[src/hdl/spq_pkg.sv]
// Shared types and constants for the sorted priority queue.
// No dependencies; every other file in the block imports this package.
package spq_pkg;

    // Number of entries held by the cell chain.
    localparam int CAPACITY = 16;
    // Width of the entry counter, wide enough to hold CAPACITY itself.
    localparam int CNT_W = $clog2(CAPACITY + 1);
    localparam int DATA_W = 32;
    localparam int PRIO_W = 16;
    localparam int OCC_W = 5;

    // Operation codes carried by the op field.
    localparam logic OP_ENQ = 1'b0;
    localparam logic OP_DEQ = 1'b1;

    // Result status codes.
    typedef enum logic [1:0] {
        ST_DONE  = 2'd0,
        ST_EMPTY = 2'd1,
        ST_FULL  = 2'd2
    } t_status;

    // Input transaction payload.
    typedef struct packed {
        logic                     op;
        logic signed [DATA_W-1:0] data_in;
        logic [PRIO_W-1:0]        priority_in;
    } t_in_item;

    // Output transaction payload.
    typedef struct packed {
        logic signed [DATA_W-1:0] data_out;
        t_status                  status;
        logic [OCC_W-1:0]         occupancy;
    } t_out_item;

    // One stored entry of the queue.
    typedef struct packed {
        logic signed [DATA_W-1:0] data;
        logic [PRIO_W-1:0]        prio;
    } t_entry;

    // Command broadcast from the controller to every cell.
    typedef struct packed {
        logic   enq;
        logic   deq;
        t_entry item;
    } t_cell_cmd;

endpackage

[src/hdl/spq_cell.sv]
// One storage cell of the sorted chain: holds one entry and moves it in step
// with its neighbors on insert and removal. Depends on spq_pkg.
module spq_cell (
    input  logic               i_clk,
    input  spq_pkg::t_cell_cmd i_cmd,
    input  logic               i_valid,
    input  logic               i_left_ge,
    input  spq_pkg::t_entry    i_left_entry,
    input  spq_pkg::t_entry    i_right_entry,
    output logic               o_ge,
    output spq_pkg::t_entry    o_entry
);
    import spq_pkg::*;

    t_entry r_entry;
    t_entry n_entry;

    // A valid entry with priority at least the new one stays ahead of it.
    assign o_ge = i_valid && (r_entry.prio >= i_cmd.item.prio);

    // Insert: keep, take the new entry at the boundary, or take the left
    // neighbor. Removal: take the right neighbor.
    always_comb begin
        n_entry = r_entry;
        if (i_cmd.enq) begin
            if (o_ge) begin
                n_entry = r_entry;
            end else if (i_left_ge) begin
                n_entry = i_cmd.item;
            end else begin
                n_entry = i_left_entry;
            end
        end else if (i_cmd.deq) begin
            n_entry = i_right_entry;
        end
    end

    always_ff @(posedge i_clk) begin
        r_entry <= n_entry;
    end

    assign o_entry = r_entry;
endmodule

[src/hdl/spq_ctrl.sv]
// Controller of the sorted priority queue: handshakes, entry count and the
// registered result. Depends on spq_pkg.
module spq_ctrl (
    input  logic                i_clk,
    input  logic                i_rst_n,
    input  logic                i_in_valid,
    output logic                o_in_ready,
    input  spq_pkg::t_in_item   i_in,
    output logic                o_out_valid,
    input  logic                i_out_ready,
    output spq_pkg::t_out_item  o_out,
    input  spq_pkg::t_entry     i_head,
    output spq_pkg::t_cell_cmd  o_cmd,
    output logic [spq_pkg::CNT_W-1:0] o_count
);
    import spq_pkg::*;

    logic             r_out_valid;
    t_out_item        r_out;
    t_out_item        n_out;
    logic [CNT_W-1:0] r_count;
    logic [CNT_W-1:0] n_count;
    logic             w_accept;
    logic             w_full;
    logic             w_empty;

    // The output register frees up in the same cycle it is taken.
    assign o_in_ready = !r_out_valid || i_out_ready;
    assign w_accept   = i_in_valid && o_in_ready;
    assign w_full     = (r_count == CNT_W'(CAPACITY));
    assign w_empty    = (r_count == '0);

    // Cell commands and the result of the accepted transaction.
    always_comb begin
        o_cmd.enq       = w_accept && (i_in.op == OP_ENQ) && !w_full;
        o_cmd.deq       = w_accept && (i_in.op == OP_DEQ) && !w_empty;
        o_cmd.item.data = i_in.data_in;
        o_cmd.item.prio = i_in.priority_in;

        n_count = r_count;
        if (o_cmd.enq) begin
            n_count = r_count + CNT_W'(1);
        end else if (o_cmd.deq) begin
            n_count = r_count - CNT_W'(1);
        end

        n_out.data_out  = '0;
        n_out.status    = ST_DONE;
        n_out.occupancy = OCC_W'(n_count);
        if (i_in.op == OP_ENQ) begin
            if (w_full) begin
                n_out.status = ST_FULL;
            end
        end else begin
            if (w_empty) begin
                n_out.status = ST_EMPTY;
            end else begin
                n_out.data_out = i_head.data;
            end
        end
    end

    // Control state.
    always_ff @(posedge i_clk) begin
        if (!i_rst_n) begin
            r_count     <= '0;
            r_out_valid <= 1'b0;
        end else begin
            r_count <= n_count;
            if (w_accept) begin
                r_out_valid <= 1'b1;
            end else if (i_out_ready) begin
                r_out_valid <= 1'b0;
            end
        end
    end

    // Result payload.
    always_ff @(posedge i_clk) begin
        if (w_accept) begin
            r_out <= n_out;
        end
    end

    assign o_out_valid = r_out_valid;
    assign o_out       = r_out;
    assign o_count     = r_count;
endmodule

[src/hdl/sorted_priority_queue.sv]
// Top level of the sorted priority queue: a controller and a chain of cells
// kept in descending priority order. Depends on spq_pkg, spq_ctrl, spq_cell.
//
//   Channel  Signals                          Payload
//   input    i_in_valid / o_in_ready          i_in  (op, data_in, priority_in)
//   output   o_out_valid / i_out_ready        o_out (data_out, status, occupancy)
//
// On each accepted transaction, all cells compare against the new priority
// in parallel and shift one place in the same clock edge, and the result
// lands in an output register in the cycle after acceptance.
// A new transaction is accepted while the result register is empty or being
// taken, so the queue runs at one transaction per cycle while the receiver
// keeps taking results; when it holds off, the input stalls until it takes one.
// Reset clears the entry count and the result valid; no clearing pass.
module sorted_priority_queue (
    input  logic               i_clk,
    input  logic               i_rst_n,
    input  logic               i_in_valid,
    output logic               o_in_ready,
    input  spq_pkg::t_in_item  i_in,
    output logic               o_out_valid,
    input  logic               i_out_ready,
    output spq_pkg::t_out_item o_out
);
    import spq_pkg::*;

    t_cell_cmd        w_cmd;
    logic [CNT_W-1:0] w_count;
    t_entry           w_entry [CAPACITY];
    logic             w_ge    [CAPACITY];
    logic             w_valid [CAPACITY];

    // Handshakes, count and result register.
    spq_ctrl u_ctrl (
        .i_clk       (i_clk),
        .i_rst_n     (i_rst_n),
        .i_in_valid  (i_in_valid),
        .o_in_ready  (o_in_ready),
        .i_in        (i_in),
        .o_out_valid (o_out_valid),
        .i_out_ready (i_out_ready),
        .o_out       (o_out),
        .i_head      (w_entry[0]),
        .o_cmd       (w_cmd),
        .o_count     (w_count)
    );

    // The chain of cells; cell 0 is the front of the queue.
    for (genvar g = 0; g < CAPACITY; g++) begin : g_cell
        assign w_valid[g] = (w_count > CNT_W'(g));

        if (g == 0) begin : g_head
            spq_cell u_cell (
                .i_clk         (i_clk),
                .i_cmd         (w_cmd),
                .i_valid       (w_valid[g]),
                .i_left_ge     (1'b1),
                .i_left_entry  (w_cmd.item),
                .i_right_entry ((g + 1 < CAPACITY) ? w_entry[(g + 1) % CAPACITY]
                                                   : w_entry[g]),
                .o_ge          (w_ge[g]),
                .o_entry       (w_entry[g])
            );
        end else if (g == CAPACITY - 1) begin : g_tail
            spq_cell u_cell (
                .i_clk         (i_clk),
                .i_cmd         (w_cmd),
                .i_valid       (w_valid[g]),
                .i_left_ge     (w_ge[g - 1]),
                .i_left_entry  (w_entry[g - 1]),
                .i_right_entry (w_entry[g]),
                .o_ge          (w_ge[g]),
                .o_entry       (w_entry[g])
            );
        end else begin : g_mid
            spq_cell u_cell (
                .i_clk         (i_clk),
                .i_cmd         (w_cmd),
                .i_valid       (w_valid[g]),
                .i_left_ge     (w_ge[g - 1]),
                .i_left_entry  (w_entry[g - 1]),
                .i_right_entry (w_entry[g + 1]),
                .o_ge          (w_ge[g]),
                .o_entry       (w_entry[g])
            );
        end
    end
endmodule

[config.mk]
export PLATFORM = sky130hd
export DESIGN_NAME = sorted_priority_queue
export DESIGN_NICKNAME = d
export VERILOG_FILES = /design/src/hdl/spq_pkg.sv /design/src/hdl/spq_cell.sv /design/src/hdl/spq_ctrl.sv /design/src/hdl/sorted_priority_queue.sv
export SDC_FILE = /design/constraint.sdc
export NUM_CORES = 2
export LEC_CHECK = 0
export ABC_CLOCK_PERIOD_IN_PS = 7880
export BUFFER_PORTS_ARGS = -buffer_cell sky130_fd_sc_hd__clkbuf_2
export CORE_UTILIZATION = 35
export CTS_BUF_LIST = sky130_fd_sc_hd__clkbuf_4 sky130_fd_sc_hd__clkbuf_8 sky130_fd_sc_hd__clkbuf_16
export DETAILED_ROUTE_END_ITERATION = 10
export GPL_TIMING_DRIVEN = 0
export SLEW_MARGIN = 20
export SYNTH_ARGS = -nofsm -noshare
export SYNTH_HDL_FRONTEND = slang
export SYNTH_SLANG_ARGS = --single-unit
export TNS_END_PERCENT = 30
[constraint.sdc]
create_clock -name i_clk -period 7.88 [get_ports i_clk]
set_input_delay 1.576 -clock i_clk [delete_from_list [all_inputs] [get_ports i_clk]]
set_output_delay 1.576 -clock i_clk [all_outputs]
set_load 0.005 [all_outputs]
---- Word level (Yosys, flattened, before mapping) ----
Cells that the tools add are included.
word-level totals
  logic and storage cells ................. 201
  input bits .............................. 53
  output and inout port bits .............. 41
  bits in registers ....................... 813
operators by class
  reductions and logical operators ........ 45
  magnitude comparators ................... 32
  equality and inequality tests ........... 16
  $add $sub $neg .......................... 2
  muxes and demuxes ....................... 67
  bitwise operators ....................... 2
operators with widths
  operator                                                                          count
  48-bit two-way mux                                                                60
  16-bit >= comparator                                                              16
  5-bit by 4-bit greater-than comparator with 1-bit output (second input constant)  8
  2-bit AND reduction                                                               16
  2-bit inequality test (second input constant)                                     15
  1-bit logical AND                                                                 21
  5-bit by 3-bit greater-than comparator with 1-bit output (second input constant)  4
  5-bit by 1-bit greater-than comparator with 1-bit output (second input constant)  2
  5-bit by 2-bit greater-than comparator with 1-bit output (second input constant)  2
  5-bit two-way mux                                                                 2
  5-bit by 1-bit adder with 5-bit output (second input constant)                    1
  5-bit equality test (second input constant)                                       1
  5-bit logical NOT                                                                 1
  5-bit by 1-bit subtractor with 5-bit output (second input constant)               1
  2-bit two-way mux                                                                 2
  2-bit nonzero test                                                                2
  1-bit logical NOT                                                                 3
  1-bit two-way mux                                                                 3
  1-bit NOT                                                                         2
  2-bit OR reduction                                                                1
  1-bit logical OR                                                                  1

---- Logic depth before layout (Yosys ltp) ----
  depth in word-level cells ............... 7
  mapped depth ............................ 12
  depth with buffers taken out ............ 9

---- By module ----
Synthesis repeated with hierarchy kept, for this count alone.
second synthesis, totals
  cells, all modules ...................... 4,499
  area, all modules ....................... 48,280.1 um^2
by module, submodules not included
  module                                   area an instance (um^2)  cells each  sequential area each (um^2)  instances
  spq_cell at g_cell[0].g_head.u_cell ...  2,857.7                  268         1,441.4                      11
  spq_cell at g_cell[5].g_mid.u_cell ...   2,874.0                  267         1,441.4                      5
  spq_ctrl                                 2,328.5                  188         1,291.2                      1
  sorted_priority_queue                    146.4                    28          0.0                          1

---- Least setup slack after synthesis ----
OpenSTA, ideal clock, no wires.
  path type ............................... input to register
  start ................................... in i_in[2] in the netlist's numbering
  end ..................................... reg g_cell[3].g_mid.u_cell.r_entry, in the netlist g_cell[3].g_mid.u_cell.o_entry[0] (enable)
  buffers on the path ..................... 3
  data required time ...................... 7,360 ps
  setup time .............................. 520 ps
  cell stages on the path ................. 11
  path slack .............................. 451 ps
  arrival ................................. 6,909 ps
  cells stage by stage .................... inv_1 ha_1 a21o_1 a31oi_1 o21ai_0 a2111o_1 and2_1 clkbuf_1 buf_2 buf_2 o21ai_0
between the ends
  cells in the longest elaborated chain, start to end .. 4
RTL lines
  what                             RTL line                     text
  start: declaration               sorted_priority_queue.sv:20  input spq_pkg::t_in_item i_in,
  16-bit >= comparator             spq_cell.sv:19               assign o_ge = i_valid && (r_entry.prio >= i_cmd.item.prio);
  1-bit logical AND                spq_cell.sv:19
  2-bit inequality test (no line)  -
  2-bit AND reduction (no line)    -
  end signal: assignment           spq_cell.sv:39               r_entry <= n_entry;
  end: declaration                 spq_cell.sv:15               t_entry r_entry;
No other way between the ends.
A chain may end at the register's enable or synchronous reset.

---- Final worst setup path ----
  start ................................... in i_in[13] in the netlist's numbering
  end ..................................... reg g_cell[7].g_mid.u_cell.r_entry, in the netlist g_cell[7].g_mid.u_cell.o_entry[29] (enable)
between the ends
  cells in the longest elaborated chain, start to end .. 4
RTL lines
  what                             RTL line
  16-bit >= comparator             spq_cell.sv:19
  1-bit logical AND                spq_cell.sv:19
  2-bit inequality test (no line)  -
  2-bit AND reduction (no line)    -
  end signal: assignment           spq_cell.sv:39
  end: declaration                 spq_cell.sv:15
No other way between the ends.

==> reports/metrics.cfg <==
[drt]
first_iter_violations=3490
wl_per_cell_um=24.2
drcViolationCount=0
ant_nets=0
avgViaCountPerCell=5.60
vias=34800
dr.pass1.iters=5
routed_wirelength_um=150000

[yosys]
ys_seq_area_frac=0.537
yosysTopAreaCell=edfxtp_1
yosys-top-cells-area=edfxtp_1 (53%), mux2i_1 (12%), a21oi_1 (7.7%), ha_1 (7.2%), nor2_1 (4.3%)
synthArstFlopShare=0
synth_edf_count=807
synth_ff_type=edfxtp_1
ys_ff_latch=813
syn_area_per_cell_um2=10.8
synth_nets=4512
synthDistinctLibCells=53
synth_cells=4198
synth_top_area_frac=0.534
syn-cell-area_mm2=0.0454
yosysWarningCount=0

[setup_path]
arrival_ns=5.97
required_ns=8.25
critPathKind=in2reg
path_max_fanout=27
crit_path_start_kind=input pin
r2r_slack_ns=3.52
cp-end-kind=flop

[clocking]
cts_max_path_buffers=3
cts.sinks=813
numCtsBuffers=91
ctsResizeCount=0
cts_tree=built
root_buffer=clkbuf_16
ctsHoldBuffers=0
clkTransAtPathRegs_ns=0.06
post-cts-setup-buffers=0
cts.htree.levels=3
clock_latency_ns=0.69

[placement]
dpl.cell_count=6046
gp_congestion=0.877
io_buffers=93
dp_hpwl_um=113000

[outcome]
status=finished, final reports clean

[floorplanning]
num_rows=131
io-pin-count=94
initial_core_util=0.354
die_w_um=362
die_area_mm2=0.131
coreArea_mm2=0.128
die_h_um=362

[power_and_ir_drop]
vdd_ir_drop_max_mv=0.166
power_density_mw_per_mm2=252
p_leak_nw=21.6

[finish]
final_util=0.403
mostFrequentLayoutCells=edfxtp_1 (807), a21oi_1 (695), mux2i_1 (528)
final_common_cell=edfxtp_1
drive_gt1_frac=0.102
layout.cells.non_filler=6209
synthToLayoutAreaGrowth_pct=13.6
fin_nets=4724

[timing]
hold_viol_final=0
hold_slack_ns=0.541
finalSetupViolCount=0
max_freq_ghz=0.178
finClkSkew_ns=0.0272
post-route-period-util=0.712
worstMarginPinSlew_ns=1.24
max-slew-margin-rel=0.172
rsz0062_at_grt=false
fin_crit_ns=5.61
slew_viol_final=0

[flow_run]
maxCapViolations=0

[grt]
track_usage=0.225
grt_pass1_vias=34800
antenna_found_initial=3
grt-ovfl-total=0
grt_max_degree=31
grt_pass1_wl_um=223000

[worst_hold_path]
hp-class=reg2reg

flip-flops by register name (all words and copies together), names as in the netlist:
register,cells
u_ctrl.o_out,39
g_cell.g_tail.u_cell.o_entry,48
u_ctrl.o_out_valid,1
u_ctrl.o_count,5
g_cell.g_mid.u_cell.o_entry,672
g_cell.g_head.u_cell.o_entry,48
worst max-delay path, stage by stage:
cell      delay, ns
clkbuf_2       0.21
inv_1          0.65
ha_1           0.37
a21oi_1        0.13
nor2_1         0.06
a211oi_1       0.43
o211ai_1       0.25
o21ai_1        0.78
buf_4          0.36
buf_4          0.31
nand2_1        0.14
nand2_4        0.35
buf_12         0.28
cell families (layout without fill, tap and decap cells):
family,Yosys count,count (layout),share of synthesized area
simple gates,1153,1153,0.104
mux,576,576,0.128
flops,813,813,0.537
other cells,0,1,0
fa+ha+maj,261,261,0.0720
buf+inv,350,631,0.0356
xor+xnor,3,3,0.000579
compound gates,1042,1042,0.123
metrics by stage:
| stage | total power [mW] | TNS, ns | worst slack, ns | instance area, um2 |
|---|---|---|---|---|
| 4_1_cts | 13.0 | 0 | 2.44 | 51500 |
| 3_3_place_gp | 8.76 | -1108.82 | -4.10 | 48000 |
| 6_report | 13.0 | 0 | 2.27 | 51500 |
| 5_1_grt | 13.5 | 0 | 2.18 | 51500 |
| 3_5_place_dp | 8.88 | 0 | 1.72 | 48800 |
| 2_1_floorplan | 7.74 | 0 | 0.451 | 45400 |
power breakdown:
group	internal, mW	total [mW]	switching (mW)	leakage [nW]
sequential	5.59	5.93	0.337	7.64
combinational	1.00	2.93	1.93	12.5
clock	2.27	4.13	1.86	1.39
total	8.87	13.0	4.13	21.6
final cells by class:
cell class / count / area (um2)
multi-input combinational: 3035 / 19500
buffer: 312 / 1480
sequential: 813 / 24400
tap: 1729 / 2160
clock buffer: 114 / 2450
clock inverter: 48 / 338
fill: 12500 / 76500
antenna: 1 / 2.50
inverter: 38 / 143
timing repair buffer: 119 / 1070
synth_stat cells (all sizes together), types with 2 or more instances:
| master | n |
|---|---|
| edfxtp | 807 |
| a2111o | 2 |
| or3 | 2 |
| a221oi | 5 |
| a211o | 2 |
| o22ai | 2 |
| and2 | 7 |
| nor2 | 519 |
| and4 | 7 |
| o211ai | 36 |
| xnor2 | 2 |
| a22oi | 4 |
| a21oi | 695 |
| mux2 | 48 |
| o21ai | 215 |
| buf | 142 |
| nand3 | 52 |
| nand2b | 10 |
| a31oi | 3 |
| nor3 | 5 |
| o31ai | 2 |
| and3 | 36 |
| nand4 | 35 |
| a211oi | 11 |
| nor2b | 11 |
| a21o | 53 |
| dfxtp | 6 |
| o2111ai | 2 |
| inv | 38 |
| clkbuf | 170 |
| o32ai | 2 |
| a2111oi | 2 |
| nand2 | 466 |
| ha | 261 |
| mux2i | 528 |
per-layer routing:
metal,wire length (um),up-vias,track usage
met1,67800,17300,0.316
met4,5520,2,0.0867
met2,66500,1380,0.350
li1,-,15900,-
met3,10200,223,0.0323
met5,7,-,0
worst paths after layout:
check | from | end | cells after the start
worst min-delay path | g_cell[1].g_mid.u_cell.o_entry[39] | g_cell[0].g_head.u_cell.o_entry[39] | 2
worst min register to register | g_cell[1].g_mid.u_cell.o_entry[39] | g_cell[0].g_head.u_cell.o_entry[39] | 2
worst max register to register | u_ctrl.o_count[3] | g_cell[6].g_mid.u_cell.o_entry[30] | 7
worst max-delay path | i_in[13] | g_cell[7].g_mid.u_cell.o_entry[29] | 13
(Power assumes the default switching activity.)
